## src/rtl/dps_pkg.sv

```systemverilog
package dps_pkg;

    localparam int CountWidth = 10;

    // Request codes carried in the func field
    typedef enum logic [1:0] {
        FN_POLL  = 2'd0,
        FN_START = 2'd1,
        FN_STOP  = 2'd2,
        FN_QSTOP = 2'd3
    } t_func;

    // Decoded drive power state
    typedef enum logic [3:0] {
        DS_NOT_READY      = 4'd0,
        DS_SWITCH_DISABLE = 4'd1,
        DS_READY          = 4'd2,
        DS_SWITCHED_ON    = 4'd3,
        DS_ENABLED        = 4'd4,
        DS_QUICK_STOP     = 4'd5,
        DS_FAULT_REACTION = 4'd6,
        DS_FAULT          = 4'd7,
        DS_UNKNOWN        = 4'd8
    } t_drive_state;

    // Running sequence, one-hot
    typedef enum logic [3:0] {
        SQ_IDLE  = 4'b0001,
        SQ_START = 4'b0010,
        SQ_STOP  = 4'b0100,
        SQ_QSTOP = 4'b1000
    } t_seq;

    localparam logic [15:0] CwReset      = 16'h0004;
    localparam logic [15:0] CwQuickStop  = 16'h0004;
    localparam logic [15:0] CwShutdown   = 16'h0006;
    localparam logic [15:0] CwSwitchOn   = 16'h0007;
    localparam logic [15:0] CwEnable     = 16'h000F;
    localparam logic [15:0] CwFaultReset = 16'h0080;
    localparam logic [15:0] CwQsKeepMask = 16'h7F7B;
    localparam logic [15:0] CwQsSetMask  = 16'h0002;
    localparam logic [CountWidth-1:0] PollLimitReset = 10'd100;

    typedef struct packed {
        logic [1:0]  func;
        logic [15:0] drv_status;
    } t_in_item;

    typedef struct packed {
        logic [15:0] cmd_word;
        logic [3:0]  drive_state;
        logic        in_fault;
        logic [7:0]  error_byte;
        logic        busy_res;
        logic        done_ok;
        logic        done_fail;
    } t_out_item;

    // Sequencer state carried from poll to poll
    typedef struct packed {
        logic [15:0]           drive_control;
        t_seq                  seq;
        logic [CountWidth-1:0] poll_count;
    } t_ctl;

    // Standard status word decode over bits 0-3, 5 and 6
    function automatic t_drive_state decode_state(input logic [15:0] sw);
        logic [7:0] m4f;
        logic [7:0] m6f;
        t_drive_state st;
        m4f = sw[7:0] & 8'h4F;
        m6f = sw[7:0] & 8'h6F;
        priority if (m4f == 8'h00) st = DS_NOT_READY;
        else if (m4f == 8'h40)     st = DS_SWITCH_DISABLE;
        else if (m6f == 8'h21)     st = DS_READY;
        else if (m6f == 8'h23)     st = DS_SWITCHED_ON;
        else if (m6f == 8'h27)     st = DS_ENABLED;
        else if (m6f == 8'h07)     st = DS_QUICK_STOP;
        else if (m4f == 8'h0F)     st = DS_FAULT_REACTION;
        else if (m4f == 8'h08)     st = DS_FAULT;
        else                       st = DS_UNKNOWN;
        return st;
    endfunction

endpackage

```

## src/rtl/dps_step.sv

```systemverilog
module dps_step
    import dps_pkg::*;
(
    input  t_ctl                  i_ctl,
    input  t_in_item              i_item,
    input  logic [CountWidth-1:0] i_poll_limit,
    output t_ctl                  o_ctl,
    output t_out_item             o_item
);

    t_drive_state st;
    t_func        fn;
    t_seq         seq_req;
    t_ctl         ctl_req;
    t_ctl         ctl_nxt;
    t_drive_state goal;
    logic         ok;
    logic         fail;

    assign st = decode_state(i_item.drv_status);
    assign fn = t_func'(i_item.func);

    // Apply a new request: it replaces any running sequence
    always_comb begin
        unique case (fn)
            FN_START: seq_req = SQ_START;
            FN_STOP:  seq_req = SQ_STOP;
            FN_QSTOP: seq_req = SQ_QSTOP;
            default:  seq_req = SQ_IDLE;
        endcase
        ctl_req = i_ctl;
        if (fn != FN_POLL) begin
            ctl_req.seq        = seq_req;
            ctl_req.poll_count = '0;
        end
        if (fn == FN_QSTOP) begin
            ctl_req.drive_control = (i_ctl.drive_control & CwQsKeepMask) | CwQsSetMask;
        end
    end

    // Goal state of the running sequence
    always_comb begin
        unique case (ctl_req.seq)
            SQ_START: goal = DS_ENABLED;
            SQ_STOP:  goal = DS_SWITCH_DISABLE;
            default:  goal = DS_QUICK_STOP;
        endcase
    end

    // Check goal, then poll budget, else step the start/stop control word
    always_comb begin
        ctl_nxt = ctl_req;
        ok      = 1'b0;
        fail    = 1'b0;
        if (ctl_req.seq != SQ_IDLE) begin
            priority if (st == goal) begin
                ok                 = 1'b1;
                ctl_nxt.seq        = SQ_IDLE;
                ctl_nxt.poll_count = '0;
            end else if (ctl_req.poll_count >= i_poll_limit) begin
                fail               = 1'b1;
                ctl_nxt.seq        = SQ_IDLE;
                ctl_nxt.poll_count = '0;
            end else begin
                ctl_nxt.poll_count = ctl_req.poll_count + 1'b1;
                if (ctl_req.seq == SQ_START) begin
                    unique case (st)
                        DS_FAULT:          ctl_nxt.drive_control = CwFaultReset;
                        DS_QUICK_STOP:     ctl_nxt.drive_control = CwQuickStop;
                        DS_SWITCH_DISABLE: ctl_nxt.drive_control = CwShutdown;
                        DS_READY:          ctl_nxt.drive_control = CwSwitchOn;
                        DS_SWITCHED_ON:    ctl_nxt.drive_control = CwEnable;
                        default:           ctl_nxt.drive_control = ctl_req.drive_control;
                    endcase
                end else if (ctl_req.seq == SQ_STOP) begin
                    unique case (st)
                        DS_ENABLED:        ctl_nxt.drive_control = CwSwitchOn;
                        DS_SWITCHED_ON:    ctl_nxt.drive_control = CwShutdown;
                        DS_READY:          ctl_nxt.drive_control = CwQuickStop;
                        DS_FAULT:          ctl_nxt.drive_control = CwFaultReset;
                        DS_QUICK_STOP:     ctl_nxt.drive_control = CwQuickStop;
                        default:           ctl_nxt.drive_control = ctl_req.drive_control;
                    endcase
                end
            end
        end
    end

    assign o_ctl = ctl_nxt;

    // Build the result item
    always_comb begin
        o_item.cmd_word    = ctl_nxt.drive_control;
        o_item.drive_state = st;
        o_item.in_fault    = (st == DS_FAULT) || (st == DS_FAULT_REACTION);
        o_item.error_byte  = i_item.drv_status[15:8];
        o_item.busy_res    = (ctl_nxt.seq != SQ_IDLE);
        o_item.done_ok     = ok;
        o_item.done_fail   = fail;
    end

endmodule

```

## src/rtl/drive_power_state_sequencer_core.sv

```systemverilog
// Drive power state sequencer, master side. Each input item is one poll
// carrying the drive's status word and an optional request (start up, shut
// down, quick stop); each poll yields exactly one result item with the
// control word to send, the decoded drive state, fault flag, the status
// word's upper byte, a busy flag and done pulses. A poll passes through an
// input register and a result register, and one poll is accepted every
// cycle while the result side keeps up. The sequencer state is updated as
// a poll moves from the input register to the result register. poll_limit
// (reset 100) is written through i_cfg_we / i_cfg_data; the user must write
// it only while no poll is in flight, as the block does not enforce this.
module drive_power_state_sequencer_core
    import dps_pkg::*;
(
    input  logic                  i_clk,
    input  logic                  i_rst_n,
    input  logic                  i_cfg_we,
    input  logic [CountWidth-1:0] i_cfg_data,
    input  logic                  i_in_valid,
    output logic                  o_in_ready,
    input  t_in_item              i_in_item,
    output logic                  o_out_valid,
    input  logic                  i_out_ready,
    output t_out_item             o_out_item
);

    logic [CountWidth-1:0] r_poll_limit;
    logic                  r_in_valid;
    t_in_item              r_in_item;
    logic                  r_out_valid;
    t_out_item             r_out_item;
    t_ctl                  r_ctl;
    t_ctl                  n_ctl;
    t_out_item             n_out_item;
    logic                  advance;

    // Move the held item forward when the result register is empty or being read
    assign advance    = r_in_valid && (!r_out_valid || i_out_ready);
    assign o_in_ready = !r_in_valid || advance;

    dps_step u_step (
        .i_ctl        (r_ctl),
        .i_item       (r_in_item),
        .i_poll_limit (r_poll_limit),
        .o_ctl        (n_ctl),
        .o_item       (n_out_item)
    );

    // Configuration register
    always_ff @(posedge i_clk) begin
        if (!i_rst_n) begin
            r_poll_limit <= PollLimitReset;
        end else if (i_cfg_we) begin
            r_poll_limit <= i_cfg_data;
        end
    end

    // Input register
    always_ff @(posedge i_clk) begin
        if (!i_rst_n) begin
            r_in_valid <= 1'b0;
        end else if (o_in_ready) begin
            r_in_valid <= i_in_valid;
        end
    end

    always_ff @(posedge i_clk) begin
        if (i_in_valid && o_in_ready) begin
            r_in_item <= i_in_item;
        end
    end

    // Sequencer state, updated once per poll
    always_ff @(posedge i_clk) begin
        if (!i_rst_n) begin
            r_ctl.drive_control <= CwReset;
            r_ctl.seq           <= SQ_IDLE;
            r_ctl.poll_count    <= '0;
        end else if (advance) begin
            r_ctl <= n_ctl;
        end
    end

    // Result register
    always_ff @(posedge i_clk) begin
        if (!i_rst_n) begin
            r_out_valid <= 1'b0;
        end else if (advance) begin
            r_out_valid <= 1'b1;
        end else if (i_out_ready) begin
            r_out_valid <= 1'b0;
        end
    end

    always_ff @(posedge i_clk) begin
        if (advance) begin
            r_out_item <= n_out_item;
        end
    end

    assign o_out_valid = r_out_valid;
    assign o_out_item  = r_out_item;

endmodule

```

## config.mk

```make
export PLATFORM = sky130hd
export DESIGN_NAME = drive_power_state_sequencer_core
export DESIGN_NICKNAME = d
export VERILOG_FILES = /design/src/rtl/dps_pkg.sv /design/src/rtl/dps_step.sv /design/src/rtl/drive_power_state_sequencer_core.sv
export SDC_FILE = /design/constraint.sdc
export NUM_CORES = 1
export LEC_CHECK = 0
export BUFFER_PORTS_ARGS = -buffer_cell sky130_fd_sc_hd__buf_4
export CORE_MARGIN = 3
export CORE_UTILIZATION = 51
export DETAILED_ROUTE_END_ITERATION = 6
export PLACE_DENSITY = 0.76
export SYNTH_ARGS = -nofsm -noshare
export SYNTH_HDL_FRONTEND = slang
export SYNTH_SLANG_ARGS = --single-unit
export TNS_END_PERCENT = 1
```

## constraint.sdc

```tcl
create_clock -name i_clk -period 3 [get_ports i_clk]
set_input_delay 0.6 -clock i_clk [delete_from_list [all_inputs] [get_ports i_clk]]
set_output_delay 0.6 -clock i_clk [all_outputs]
set_load 0.005 [all_outputs]
```

# Word level (Yosys, flattened, before mapping)
# Cells that the tools add are included.
# totals
reg_bits,92
input_bits,33
out_inout_bits,34
word_cells,78
# classes
addsub,1
magnitude_cmp,1
n_eq_ne,22
n_mux,26
bitwise,1
n_reduce_logical,12
# ops
operator,n
16-bit two-way mux,5
16-bit one-hot mux with 5 select lines,1
16-bit one-hot mux with 4 select lines,1
4-bit two-way mux,9
30-bit two-way mux,1
14-bit two-way mux,2
4-bit by 3-bit equality test with 1-bit output (second input constant),5
6-bit by 5-bit equality test with 1-bit output (second input constant),3
4-bit by 2-bit equality test with 1-bit output (second input constant),3
4-bit one-hot mux with 3 select lines,1
10-bit by 1-bit adder with 10-bit output (second input constant),1
5-bit by 4-bit equality test with 1-bit output (second input constant),2
10-bit >= comparator,1
10-bit two-way mux,1
8-bit logical NOT,1
4-bit by 1-bit != test with 1-bit output (second input constant),2
6-bit by 3-bit equality test with 1-bit output (second input constant),1
3-bit one-hot mux with 2 select lines,1
5-bit equality test (second input constant),1
2-bit equality test (second input constant),2
4-bit by 1-bit equality test with 1-bit output (second input constant),1
4-bit by 3-bit equality test with 1-bit output,1
1-bit two-way mux,4
2-bit nonzero test,2
6 further kinds,11

# Longest topological paths before layout
# depth
word_depth,18
mapped_depth,11
mapped_depth_nobuf,9

# Hierarchy
# A second synthesis with hierarchy kept.
# hier_totals
cells_unflattened,450
area_unflattened_um2,4653.2
# by_module_without_submodules
mod,n_inst,cells_per_inst,area_per_inst_um2,seq_area_each_um2
drive_power_state_sequencer_core,1,223,3166.8,2342.2
dps_step,1,227,1486.4,0.0

# Least setup slack after synthesis
# No wires, ideal clock.
# synth_timing
path_kind,register -> register
from,register r_in_item[17] (netlist bit)
to,"register r_out_item, in the netlist o_out_item[16] (data pin)"
setup_time_ps,260
t_arrival_ps,2736
required_time_ps,2740
slack_ps,4
path_stages_with_launch,12
n_path_buf,2
period_less_slack_ps,2996
path_cell_list,edfxtp_1 nor2_1 clkbuf_1 nand2_1 ha_1 nand2b_1 a211oi_1 o21ai_0 a32o_2 buf_6 nor2_1 mux2_2
# synth_lines
element,line,rtl
start: declaration,drive_power_state_sequencer_core.sv:28,t_in_item r_in_item;
start signal: assignment,drive_power_state_sequencer_core.sv:68,r_in_item <= i_in_item;
end signal: assignment,drive_power_state_sequencer_core.sv:96,r_out_item <= n_out_item;
end: declaration,drive_power_state_sequencer_core.sv:30,t_out_item r_out_item;

==> results.ini <==
[finish]
most-common-layout-cells = buf_4 (77), edfxtp_1 (48), dfxtp_1 (42), nor2_1 (28), nand2_1 (27)
final_area_sq_um = 4890
syn_to_final_growth_pct = 21.0
layout_commonest_cell = buf_4
final_nets = 492
drive_above_1_share_pct = 24.5
diodes = 0

[floorplan]
rows = 31
die-height_um = 95.0
die_area_sq_um = 9030
coreArea_sq_um = 7490
io_pins = 67
die_w_um = 95.0
start_util_pct = 54.0

[clocking]
ctsLongestPathBuffers = 2
clkSinkCount = 90
cts.htree.levels = 3
clockRootBuffer = clkbuf_8
path_clk_slew_ps = 100
cts_tree = yes
numCtsBuffers = 9
postCtsSetupBuffers = 0
worstSkewPairLatency_ps = 360
holdBufCountCts = 0

[yosys]
syn_area_per_cell_sq_um = 10.8
synth_nets = 418
synthCells = 374
synth_cell_type_count = 64
yosysSeqAreaShare_pct = 56.5
synth_edf_count = 48
synthFlopType = edfxtp_1
async_flop_share_pct = 0
ys_seq_elements = 90
ys_warn_count = 0
synth_area_sq_um = 4040

[routing]
drc = 0
first_iter_violations = 218
antenna_left = 0
avgRoutedWirePerCell_um = 15.0
vias_per_cell = 5.67
wirelength_um = 8260
num_vias = 3131
dr.pass1.iters = 4

[critical_path]
reg2reg_to = o_out_item[16]
cp-endpoint = o_out_item[16]
startpoint = r_in_item[17]
worstSetupPathType = reg -> reg
r2r_slack_ps = 240
r2r-start = r_in_item[17]
reg2reg_depth = 10
crit_fanout = 17
end_kind = flip-flop
setup.worst_path.start_class = flip-flop
cp.required_ps = 3110
worstPathArrival_ps = 2870

[timing]
grt_setup_unrepaired = false
max_slew_margin_pct = 56.9
tns_ps = 0
hold_violations = 0
skew_ps = 13.7
finalMaxSlewViolations = 0
fin_crit_ps = 2760
worst_slack_ps = 244
worst_pin_slew_ps = 643
fin_crit_sh_pct = 91.9
max_freq_mhz = 363
setup_viol = 0

[grt]
top_usage_layer = met2
antenna_found_initial = 0
grt_util_all_layers_pct = 19.3
met3_usage_pct = 5.84
grt_pass1_wl_um = 13600
grt_max_degree = 28
grt_util_met2_pct = 30.1
first_global_vias = 2932
grt_overflow = 0
gr-usage-met1_pct = 25.2

[placed_design]
numPortBuffers = 64
place_congestion = 0.858
dpl_cell_area_sq_um = 4690
place_ws_ps = 69.7
place_hpwl_um = 5930

[hold_path]
hold_path.class = in -> reg

[power]
irDropWorstVdd_uv = 332
p_per_area_nw_per_um2 = 499
leakage_nw = 1.97

[run_status]
outcome = completed

[job]
drv_cap = 0

[worst min-delay path by stage]
stage	endpoint	startpoint	cells past startpoint	slack, ps
after floorplan	o_out_item[10]	r_in_item[15]	0	400
after global placement	o_out_item[10]	r_in_item[15]	0	400
after detailed placement	o_out_item[7]	r_in_item[12]	0	400
after CTS	r_in_item[0]	i_in_item[0]	1	400
after global routing	r_in_item[11]	i_in_item[11]	1	380
final	r_in_item[0]	i_in_item[0]	1	410
[where the power goes]
group	switching [W]	internal, W	leakage [nW]	total [W]
clock network	0.000481	0.000328	0.100	0.000808
registers	0.0000287	0.00135	0.788	0.00138
logic	0.000134	0.000118	1.09	0.000252
[stage by stage]
step	utilization, %	hold slack [ps]	instances	power, W
floorplan	-	400	374	0.00154
global placement	62.6	401	536	0.00165
detailed placement	62.6	405	536	0.00166
CTS	65.2	400	552	0.00245
global route	65.3	384	552	0.00254
finish	65.3	412	552	0.00244
[repair_timing]
action,4_1_cts,5_1_grt
hold endpoints to repair,0,0
setup endpoints to repair,0,24
resized for setup,0,3
[sequential cells by signal (all words and copies together) (netlist names)]
| name | count |
|---|---|
| r_ctl | 30 |
| r_poll_limit | 10 |
| r_in_item | 16 |
| o_out_valid | 1 |
| o_out_item | 32 |
| r_in_valid | 1 |
[layout make-up]
| cell class | count | area (sq um) |
|---|---|---|
| clock inverter | 7 | 68.8 |
| timing repair buffer | 78 | 598 |
| tap | 99 | 124 |
| multi-input combinational | 251 | 1630 |
| clock buffer | 9 | 124 |
| sequential | 90 | 2280 |
| fill | 588 | 2600 |
| inverter | 18 | 67.6 |
[per-layer routing]
layer	up-vias	share of wire, %
li1	1524	-
met1	1486	44
met2	103	48
met3	18	5.9
met4	0	1.7
met5	-	0
[worst max-delay path, cell delays in order (launching register included)]
cell and delay [ps]:
edfxtp_1 410, nor2_2 170, buf_12 150, and2_1 170, ha_1 250, a21oi_1 210, and3_1 180, o21ai_1 150
a32o_2 320, nor2_1 160, mux2_2 350
[cell usage after synthesis, types with 2 or more instances]
master	instances	area (sq um)
a22o_1	2	17.5
dfxtp_1	42	841
o32a_1	2	20.0
o21ai_0	18	90.1
edfxtp_1	48	1440
nor3_1	10	50.1
a31oi_1	7	43.8
a32oi_1	2	17.5
o22ai_1	2	12.5
nor3b_1	2	15.0
o21a_1	3	22.5
mux2_2	2	22.5
and2_1	18	113
clkbuf_1	11	41.3
inv_1	17	63.8
nand2_1	27	101
nor2_1	29	109
a21oi_1	18	90.1
o41ai_1	2	17.5
buf_6	2	22.5
nor2b_1	13	81.3
a21o_1	3	22.5
and3_1	4	25.0
nand2b_1	4	25.0
ha_1	11	138
or3_1	2	12.5
a211oi_1	5	37.5
o31ai_1	5	37.5
nor4b_1	3	26.3
buf_2	2	10.0
nand3_1	13	65.1
mux2i_1	7	70.1
o211ai_1	6	45.0
nand4_1	2	12.5
[logic make-up (layout without fill, tap and decap cells)]
logic type | after synthesis | in the layout | share of synthesized area (%)
AO/OA/AOI/OAI | 90 | 90 | 15.7
XOR/XNOR | 2 | 2 | 0.434
adder cells (fa/ha/maj) | 11 | 11 | 3.41
buffers and inverters | 33 | 112 | 3.50
flip-flops | 90 | 90 | 56.5
multiplexers | 9 | 9 | 2.29
AND/OR/NAND/NOR | 139 | 139 | 18.2
Power figures use the tool's default switching activity.
